### config.mk
export PLATFORM = sky130hd
export DESIGN_NAME = first_fit_partition_allocator
export DESIGN_NICKNAME = d
export VERILOG_FILES = /design/src/hw/rtl/ffpa_pkg.sv /design/src/hw/rtl/first_fit_partition_allocator.sv /design/src/hw/rtl/ffpa_free_cell.sv /design/src/hw/rtl/ffpa_proc_cell.sv
export SDC_FILE = /design/constraint.sdc
export NUM_CORES = 2
export LEC_CHECK = 0
export BUFFER_PORTS_ARGS = -buffer_cell sky130_fd_sc_hd__buf_2
export CAP_MARGIN = 20
export CORE_MARGIN = 4
export CORE_UTILIZATION = 38
export DETAILED_ROUTE_END_ITERATION = 10
export SKIP_LAST_GASP = 1
export SLEW_MARGIN = 20
export SYNTH_ARGS = -nofsm -noshare
export SYNTH_HDL_FRONTEND = slang
export SYNTH_SLANG_ARGS = --single-unit
### constraint.sdc
create_clock -name clk -period 8.3 [get_ports clk]
set_clock_uncertainty 0.05 [all_clocks]
set_input_delay 1.245 -clock clk [delete_from_list [all_inputs] [get_ports clk]]
set_output_delay 1.245 -clock clk [all_outputs]
set_load 0.1 [all_outputs]
### src/hw/rtl/ffpa_pkg.sv
// shared types and codes of the first-fit partition allocator
package ffpa_pkg;

  // default table sizes and address width
  localparam int FREE_ENTRIES_DEF = 16;
  localparam int PROC_ENTRIES_DEF = 16;
  localparam int ADDR_BITS_DEF    = 16;

  // request kinds
  localparam logic [1:0] KIND_LOAD    = 2'd0;
  localparam logic [1:0] KIND_ALLOC   = 2'd1;
  localparam logic [1:0] KIND_RELEASE = 2'd2;

  // result status codes
  localparam logic [1:0] STATUS_OK       = 2'd0;
  localparam logic [1:0] STATUS_NO_FIT   = 2'd1;
  localparam logic [1:0] STATUS_NO_NAME  = 2'd2;
  localparam logic [1:0] STATUS_FULL     = 2'd3;

  // controls broadcast to every free-table cell
  typedef struct packed {
    logic cmp;
    logic load;
    logic alloc;
    logic insert;
  } free_ctl_t;

  // controls broadcast to every process-table cell
  typedef struct packed {
    logic cmp;
    logic append;
    logic remove;
  } proc_ctl_t;

endpackage

### src/hw/rtl/first_fit_partition_allocator.sv
// First-fit partition allocator: one request in, one result out. A request is
// taken, its table compare runs in every cell at once in the next cycle, and
// the update state, once the result register is free, resolves the first
// hit along the cell chain, updates both tables and writes the result
// register; a new request is taken in that same cycle.
// The free table and the process table are rows of FREE_ENTRIES and
// PROC_ENTRIES cells; entries stay packed at the front of each row, a retired
// block or removed process pulls the cells behind it up by one, and a
// released region is pushed in at the front of the free row.
module first_fit_partition_allocator import ffpa_pkg::*; #(
  parameter int FREE_ENTRIES = FREE_ENTRIES_DEF,
  parameter int PROC_ENTRIES = PROC_ENTRIES_DEF,
  parameter int ADDR_BITS    = ADDR_BITS_DEF
) (
  input  logic        clk,
  input  logic        rst,
  input  logic        s_tvalid,
  output logic        s_tready,
  input  logic [39:0] s_tdata,  // proc_name, block_start, block_length
  input  logic [1:0]  s_tuser,  // kind
  output logic        m_tvalid,
  input  logic        m_tready,
  output logic [31:0] m_tdata,  // granted_start, granted_length
  output logic [1:0]  m_tuser   // status
);

  localparam logic [1:0] ST_IDLE = 2'd0;
  localparam logic [1:0] ST_CMP  = 2'd1;
  localparam logic [1:0] ST_UPD  = 2'd2;

  logic [1:0]           state;
  logic [1:0]           state_next;
  logic [1:0]           req_kind;
  logic [7:0]           req_name;
  logic [ADDR_BITS-1:0] req_start;
  logic [ADDR_BITS-1:0] req_len;

  logic                 s_fire;
  logic                 out_free;
  logic                 upd_go;

  free_ctl_t            f_ctl;
  proc_ctl_t            p_ctl;

  logic                 f_valid   [FREE_ENTRIES];
  logic [ADDR_BITS-1:0] f_start   [FREE_ENTRIES];
  logic [ADDR_BITS-1:0] f_len     [FREE_ENTRIES];
  logic [ADDR_BITS-1:0] f_sel_s   [FREE_ENTRIES];
  logic                 f_taken   [FREE_ENTRIES+1];
  logic                 f_shift   [FREE_ENTRIES+1];

  logic                 p_valid   [PROC_ENTRIES];
  logic [7:0]           p_id      [PROC_ENTRIES];
  logic [ADDR_BITS-1:0] p_start   [PROC_ENTRIES];
  logic [ADDR_BITS-1:0] p_len     [PROC_ENTRIES];
  logic [ADDR_BITS-1:0] p_sel_s   [PROC_ENTRIES];
  logic [ADDR_BITS-1:0] p_sel_l   [PROC_ENTRIES];
  logic                 p_taken   [PROC_ENTRIES+1];

  logic [ADDR_BITS-1:0] fit_start;
  logic [ADDR_BITS-1:0] rel_start;
  logic [ADDR_BITS-1:0] rel_len;
  logic                 free_full;
  logic                 proc_full;
  logic                 free_found;
  logic                 proc_found;
  logic                 load_ok;
  logic                 alloc_ok;
  logic                 rel_ok;
  logic [1:0]           res_status;
  logic [ADDR_BITS-1:0] res_start;
  logic [ADDR_BITS-1:0] res_len;

  // handshake
  assign out_free = ~m_tvalid | m_tready;
  assign upd_go   = (state == ST_UPD) & out_free;
  assign s_tready = (state == ST_IDLE) | upd_go;
  assign s_fire   = s_tvalid & s_tready;

  // sequencer
  always_comb begin
    state_next = state;
    unique case (state)
      ST_IDLE: if (s_fire) state_next = ST_CMP;
      ST_CMP:  state_next = ST_UPD;
      ST_UPD:  if (upd_go) state_next = s_fire ? ST_CMP : ST_IDLE;
      default: state_next = ST_IDLE;
    endcase
  end

  always_ff @(posedge clk) begin
    if (rst) state <= ST_IDLE;
    else     state <= state_next;
  end

  // request register
  always_ff @(posedge clk) begin
    if (s_fire) begin
      req_kind  <= s_tuser;
      req_name  <= s_tdata[7:0];
      req_start <= ADDR_BITS'(s_tdata[23:8]);
      req_len   <= ADDR_BITS'(s_tdata[39:24]);
    end
  end

  // gather the selected entries of both rows
  always_comb begin
    fit_start = '0;
    for (int i = 0; i < FREE_ENTRIES; i++) begin
      fit_start = fit_start | f_sel_s[i];
    end
  end

  always_comb begin
    rel_start = '0;
    rel_len   = '0;
    for (int i = 0; i < PROC_ENTRIES; i++) begin
      rel_start = rel_start | p_sel_s[i];
      rel_len   = rel_len | p_sel_l[i];
    end
  end

  // outcome of the request
  assign free_full  = f_valid[FREE_ENTRIES-1];
  assign proc_full  = p_valid[PROC_ENTRIES-1];
  assign free_found = f_taken[FREE_ENTRIES];
  assign proc_found = p_taken[PROC_ENTRIES];
  assign load_ok    = (req_kind == KIND_LOAD) & ~free_full;
  assign alloc_ok   = (req_kind == KIND_ALLOC) & ~proc_full & free_found;
  assign rel_ok     = (req_kind == KIND_RELEASE) & proc_found & ~free_full;

  always_comb begin
    res_status = STATUS_OK;
    res_start  = '0;
    res_len    = '0;
    unique case (req_kind)
      KIND_LOAD: begin
        if (free_full) begin
          res_status = STATUS_FULL;
        end else begin
          res_start = req_start;
          res_len   = req_len;
        end
      end
      KIND_ALLOC: begin
        if (proc_full) begin
          res_status = STATUS_FULL;
        end else if (!free_found) begin
          res_status = STATUS_NO_FIT;
        end else begin
          res_start = fit_start;
          res_len   = req_len;
        end
      end
      KIND_RELEASE: begin
        if (!proc_found) begin
          res_status = STATUS_NO_NAME;
        end else if (free_full) begin
          res_status = STATUS_FULL;
        end else begin
          res_start = rel_start;
          res_len   = rel_len;
        end
      end
      default: begin
        res_status = STATUS_OK;
      end
    endcase
  end

  // cell controls
  always_comb begin
    f_ctl.cmp    = (state == ST_CMP);
    f_ctl.load   = upd_go & load_ok;
    f_ctl.alloc  = upd_go & alloc_ok;
    f_ctl.insert = upd_go & rel_ok;
    p_ctl.cmp    = (state == ST_CMP);
    p_ctl.append = upd_go & alloc_ok;
    p_ctl.remove = upd_go & rel_ok;
  end

  // result register
  always_ff @(posedge clk) begin
    if (rst) begin
      m_tvalid <= 1'b0;
    end else if (upd_go) begin
      m_tvalid <= 1'b1;
    end else if (m_tready) begin
      m_tvalid <= 1'b0;
    end
  end

  always_ff @(posedge clk) begin
    if (upd_go) begin
      m_tuser <= res_status;
      m_tdata <= {16'(res_len), 16'(res_start)};
    end
  end

  // free-block row
  assign f_taken[0] = 1'b0;
  assign f_shift[0] = 1'b0;

  for (genvar i = 0; i < FREE_ENTRIES; i++) begin : g_free
    logic                 lv;
    logic [ADDR_BITS-1:0] ls;
    logic [ADDR_BITS-1:0] ll;
    logic                 rv;
    logic [ADDR_BITS-1:0] rs;
    logic [ADDR_BITS-1:0] rl;

    if (i == 0) begin : g_head
      assign lv = 1'b1;
      assign ls = rel_start;
      assign ll = rel_len;
    end else begin : g_body
      assign lv = f_valid[i-1];
      assign ls = f_start[i-1];
      assign ll = f_len[i-1];
    end

    if (i == FREE_ENTRIES - 1) begin : g_tail
      assign rv = 1'b0;
      assign rs = '0;
      assign rl = '0;
    end else begin : g_inner
      assign rv = f_valid[i+1];
      assign rs = f_start[i+1];
      assign rl = f_len[i+1];
    end

    ffpa_free_cell #(
      .ADDR_BITS(ADDR_BITS)
    ) u_cell (
      .clk        (clk),
      .rst        (rst),
      .ctl        (f_ctl),
      .req_len    (req_len),
      .load_start (req_start),
      .load_len   (req_len),
      .left_valid (lv),
      .left_start (ls),
      .left_len   (ll),
      .right_valid(rv),
      .right_start(rs),
      .right_len  (rl),
      .taken_in   (f_taken[i]),
      .shift_in   (f_shift[i]),
      .valid      (f_valid[i]),
      .start      (f_start[i]),
      .len        (f_len[i]),
      .taken_out  (f_taken[i+1]),
      .shift_out  (f_shift[i+1]),
      .sel_start  (f_sel_s[i])
    );
  end

  // process row
  assign p_taken[0] = 1'b0;

  for (genvar i = 0; i < PROC_ENTRIES; i++) begin : g_proc
    logic                 lv;
    logic                 rv;
    logic [7:0]           rid;
    logic [ADDR_BITS-1:0] rs;
    logic [ADDR_BITS-1:0] rl;

    if (i == 0) begin : g_head
      assign lv = 1'b1;
    end else begin : g_body
      assign lv = p_valid[i-1];
    end

    if (i == PROC_ENTRIES - 1) begin : g_tail
      assign rv  = 1'b0;
      assign rid = '0;
      assign rs  = '0;
      assign rl  = '0;
    end else begin : g_inner
      assign rv  = p_valid[i+1];
      assign rid = p_id[i+1];
      assign rs  = p_start[i+1];
      assign rl  = p_len[i+1];
    end

    ffpa_proc_cell #(
      .ADDR_BITS(ADDR_BITS)
    ) u_cell (
      .clk        (clk),
      .rst        (rst),
      .ctl        (p_ctl),
      .req_name   (req_name),
      .app_start  (fit_start),
      .app_len    (req_len),
      .left_valid (lv),
      .right_valid(rv),
      .right_id   (rid),
      .right_start(rs),
      .right_len  (rl),
      .taken_in   (p_taken[i]),
      .valid      (p_valid[i]),
      .id         (p_id[i]),
      .start      (p_start[i]),
      .len        (p_len[i]),
      .taken_out  (p_taken[i+1]),
      .sel_start  (p_sel_s[i]),
      .sel_len    (p_sel_l[i])
    );
  end

endmodule

### src/hw/rtl/ffpa_free_cell.sv
// one entry of the free-block table, linked to its neighbors
module ffpa_free_cell import ffpa_pkg::*; #(
  parameter int ADDR_BITS = ADDR_BITS_DEF
) (
  input  logic                 clk,
  input  logic                 rst,
  input  free_ctl_t            ctl,
  input  logic [ADDR_BITS-1:0] req_len,
  input  logic [ADDR_BITS-1:0] load_start,
  input  logic [ADDR_BITS-1:0] load_len,
  input  logic                 left_valid,
  input  logic [ADDR_BITS-1:0] left_start,
  input  logic [ADDR_BITS-1:0] left_len,
  input  logic                 right_valid,
  input  logic [ADDR_BITS-1:0] right_start,
  input  logic [ADDR_BITS-1:0] right_len,
  input  logic                 taken_in,
  input  logic                 shift_in,
  output logic                 valid,
  output logic [ADDR_BITS-1:0] start,
  output logic [ADDR_BITS-1:0] len,
  output logic                 taken_out,
  output logic                 shift_out,
  output logic [ADDR_BITS-1:0] sel_start
);

  logic                 hit;
  logic                 first;
  logic [ADDR_BITS-1:0] rem;

  // first-fit chain: the first cell with a hit owns the request
  assign rem       = len - req_len;
  assign first     = hit & ~taken_in;
  assign taken_out = taken_in | hit;
  // a block used up entirely is retired, cells behind it move up
  assign shift_out = shift_in | (first & (rem == '0));
  assign sel_start = first ? start : '0;

  // valid and compare result
  always_ff @(posedge clk) begin
    if (rst) begin
      valid <= 1'b0;
      hit   <= 1'b0;
    end else begin
      if (ctl.cmp) begin
        hit <= valid & (len >= req_len);
      end
      if (ctl.load) begin
        if (!valid && left_valid) valid <= 1'b1;
      end else if (ctl.alloc) begin
        if (shift_out) valid <= right_valid;
      end else if (ctl.insert) begin
        valid <= left_valid;
      end
    end
  end

  // block start and length
  always_ff @(posedge clk) begin
    if (ctl.load) begin
      if (!valid && left_valid) begin
        start <= load_start;
        len   <= load_len;
      end
    end else if (ctl.alloc) begin
      if (shift_out) begin
        start <= right_start;
        len   <= right_len;
      end else if (first) begin
        start <= start + req_len;
        len   <= rem;
      end
    end else if (ctl.insert) begin
      start <= left_start;
      len   <= left_len;
    end
  end

endmodule

### src/hw/rtl/ffpa_proc_cell.sv
// one entry of the process table, linked to its neighbors
module ffpa_proc_cell import ffpa_pkg::*; #(
  parameter int ADDR_BITS = ADDR_BITS_DEF
) (
  input  logic                 clk,
  input  logic                 rst,
  input  proc_ctl_t            ctl,
  input  logic [7:0]           req_name,
  input  logic [ADDR_BITS-1:0] app_start,
  input  logic [ADDR_BITS-1:0] app_len,
  input  logic                 left_valid,
  input  logic                 right_valid,
  input  logic [7:0]           right_id,
  input  logic [ADDR_BITS-1:0] right_start,
  input  logic [ADDR_BITS-1:0] right_len,
  input  logic                 taken_in,
  output logic                 valid,
  output logic [7:0]           id,
  output logic [ADDR_BITS-1:0] start,
  output logic [ADDR_BITS-1:0] len,
  output logic                 taken_out,
  output logic [ADDR_BITS-1:0] sel_start,
  output logic [ADDR_BITS-1:0] sel_len
);

  logic hit;
  logic first;

  // oldest matching process owns the release
  assign first     = hit & ~taken_in;
  assign taken_out = taken_in | hit;
  assign sel_start = first ? start : '0;
  assign sel_len   = first ? len : '0;

  // valid and name match
  always_ff @(posedge clk) begin
    if (rst) begin
      valid <= 1'b0;
      hit   <= 1'b0;
    end else begin
      if (ctl.cmp) begin
        hit <= valid & (id == req_name);
      end
      if (ctl.append) begin
        if (!valid && left_valid) valid <= 1'b1;
      end else if (ctl.remove) begin
        if (taken_out) valid <= right_valid;
      end
    end
  end

  // process name and region
  always_ff @(posedge clk) begin
    if (ctl.append) begin
      if (!valid && left_valid) begin
        id    <= req_name;
        start <= app_start;
        len   <= app_len;
      end
    end else if (ctl.remove) begin
      if (taken_out) begin
        id    <= right_id;
        start <= right_start;
        len   <= right_len;
      end
    end
  end

endmodule

==> flow_summary.json <==
{
  "async_flop_share": 0,
  "cts_root_buf": "clkbuf_16",
  "num-fill-cells": 22200,
  "coreArea_um2": 233000,
  "area_growth_pct": 10.6,
  "drive_gt1_frac": 0.0821,
  "ys.flop_type": "edfxtp_1",
  "track_usage": 0.281,
  "synthAdderAreaFrac": 0.0766,
  "synth_top_family_by_area": "compound AO/OA/AOI/OAI gates",
  "die_w_um": 493,
  "synth_top_cell_by_area": "edfxtp_1",
  "yosysMostFrequentCell": "edfxtp_1",
  "place.gp.congestion": 1.01,
  "outcome": "complete, no violations",
  "antenna_found_initial": 18,
  "synth_compound_area_frac": 0.255,
  "path_class": "reg2reg",
  "use_met2": 0.431,
  "final_hold_viol_count": 0,
  "synth_mux_area_frac": 0.0273,
  "dieArea_um2": 243000,
  "syn_inst": 9080,
  "ys_types": 107,
  "end_kind": "flop",
  "drc": 0,
  "synth_edf_count": 1228,
  "ant_nets": 0,
  "viasPerCell": 6.56,
  "layoutNonFillerInstCount": 12200,
  "cts_tree": "built",
  "maxSlewHeadroom": 0.133,
  "syn_area_um2": 89300,
  "dp_hpwl_um": 255000,
  "postSynthNetCount": 9654,
  "cts_setup_buffers": 0,
  "first_pass_iters": 9,
  "worstHoldPathType": "reg2reg",
  "synth_common_cells": "1228 x edfxtp_1, 720 x a21oi_1, 717 x a21o_1",
  "die_h_um": 493,
  "cp_data_required_time_ns": 8.77,
  "synth.yosys.seq_area_share": 0.428,
  "cts_made_buffers": 147,
  "tns_ns": 0,
  "fin_crit_ns": 7.55,
  "cp-start-kind": "flop",
  "cts_buffer_depth": 3,
  "tightest_slew_ns": 1.30,
  "synth-warning-count": 0,
  "rows": 177,
  "r2r-start": "req_len[2]",
  "synth_area_leaders": "edfxtp_1 41%, ha_1 6.9%, a21o_1 6.0%, a21oi_1 4.0%, o21ai_0 3.5%",
  "irDropWorstVdd_v": 0.000224,
  "port_buffers": 81,
  "slew_violations": 0,
  "nets": 9506,
  "grt_pass1_wl_um": 517000,
  "htreeDepth": 4,
  "crit_start": "req_len[2]",
  "synth_seq_cells": 1295,
  "grt_max_degree": 260,
  "grt_overflow": 0,
  "yosys.area_share.simple": 0.130,
  "setup_viol": 0,
  "cap_violations": 0,
  "grt_pass1_vias": 75400,
  "postCtsHoldBufs": 0,
  "placed_cells": 11900,
  "power_density_nw_per_um2": 162,
  "synth_top_area_frac": 0.413,
  "drt_wl_total_um": 359000,
  "syn_area_per_cell_um2": 9.84,
  "hp-start": "g_proc[14].u_cell.hit",
  "use_met3": 0.0590,
  "grt_use_met1": 0.380,
  "crit_fanout": 20,
  "cts.sinks": 1295,
  "vias": 80000,
  "p_leak_nw": 37.8,
  "finalCritPeriodShare": 0.910,
  "start_util": 0.383,
  "rsz0062_at_grt": "false",
  "arrival_ns": 8.02,
  "wl_per_cell_um": 29.4,
  "synth_xor_area_frac": 0.0468,
  "clk_latency_ns": 0.85,
  "cts_resized": 0,
  "io_pins": 82,
  "fmax_mhz": 132,
  "cts.clk_slew.worst_paths_ns": 0.06,
  "busiest_layer": "met2",
  "drt_iter0_drc": 10600
}
[critical path, stage by stage (launching register included)]
cell       delay, ns
edfxtp_1        0.35
buf_4           0.22
inv_1           0.76
ha_1            0.44
o21ai_0         0.26
a21oi_1         0.11
o41a_1          0.34
o21ba_2         0.26
a221oi_1        0.31
xnor2_1         0.36
or4_1           0.83
o21a_1          0.93
and3_1          1.03
nand2_1         0.34
a2bb2oi_4       0.33
buf_4           0.29
[sequential cells by signal, summed over array words and instances (netlist names), 32 cells and up]
name                 cells
g_free.u_cell.len      256
g_proc.u_cell.id       128
g_proc.u_cell.len      256
m_tdata                 32
g_proc.u_cell.start    256
g_free.u_cell.start    256
[kinds of logic after synthesis]
group,Yosys count
multiplexers,238
AO/OA/AOI/OAI,3410
adder cells (fa/ha/maj),528
buffers and inverters,827
XOR/XNOR,477
AND/OR/NAND/NOR,2305
flip-flops,1295
[routing by layer]
metal,wire length [um],up-vias
met5,236,-
li1,-,34900
met1,144000,39500
met3,37200,932
met4,20100,16
met2,157000,4629
[cell type report]
cell class	instances	area, um2	area share
multi-input combinational	6958	48500	0.491
inverter	236	886	0.00897
antenna	10	25.0	0.000253
tap	3132	3920	0.0397
clock inverter	83	1260	0.0128
sequential	1295	38200	0.387
timing repair buffer	294	2110	0.0213
clock buffer	181	3850	0.0389
[final timing paths]
path	slack, ns	depth (start not counted)	endpoint
min	0.42	2	g_proc[14].u_cell.hit
max reg2reg	0.75	15	g_free[5].u_cell.len[13]
max	0.75	15	g_free[5].u_cell.len[13]
min reg2reg	0.42	2	g_proc[14].u_cell.hit
[power by group]
group          internal, mW  switching, mW  total (mW)  leakage (nW)
Sequential             7.08         0.0432        7.12          11.5
Clock                  4.01           3.06        7.07          2.46
Combinational         0.625           1.14        1.77          23.8
Total                  11.7           4.25        16.0          37.8
[metrics by stage]
step / util / power, mW / setup WS, ns / hold WS [ns] / instance area [um2]
6_report: 0.424 / 16.0 / 0.751 / 0.416 / 98800
5_1_grt: 0.424 / 16.4 / 0.748 / 0.446 / 98800
4_1_cts: 0.423 / 16.0 / 0.964 / 0.415 / 98700
3_5_place_dp: 0.401 / 8.97 / 1.01 / 0.407 / 93600
3_3_place_gp: 0.401 / 8.95 / 1.04 / 0.401 / 93500
2_1_floorplan: - / 8.44 / 0.320 / 0.382 / 89300
[cell usage in the layout, fill, tap and decap left out, drive strengths merged, types with 77 or more instances in the layout]
cell	count
nand4	133
a21oi	720
nor2b	90
xnor2	292
a31oi	141
o21ai	644
and3	90
a221oi	139
nor2	539
inv	239
edfxtp	1228
mux2i	195
clkbuf	181
a211oi	123
ha	496
a22oi	183
buf	294
nor3	219
o22ai	119
nor4	77
xor2	185
a21o	717
o211ai	83
nand3	262
nand2	512
No activity file was read; power rests on OpenSTA's default activity.
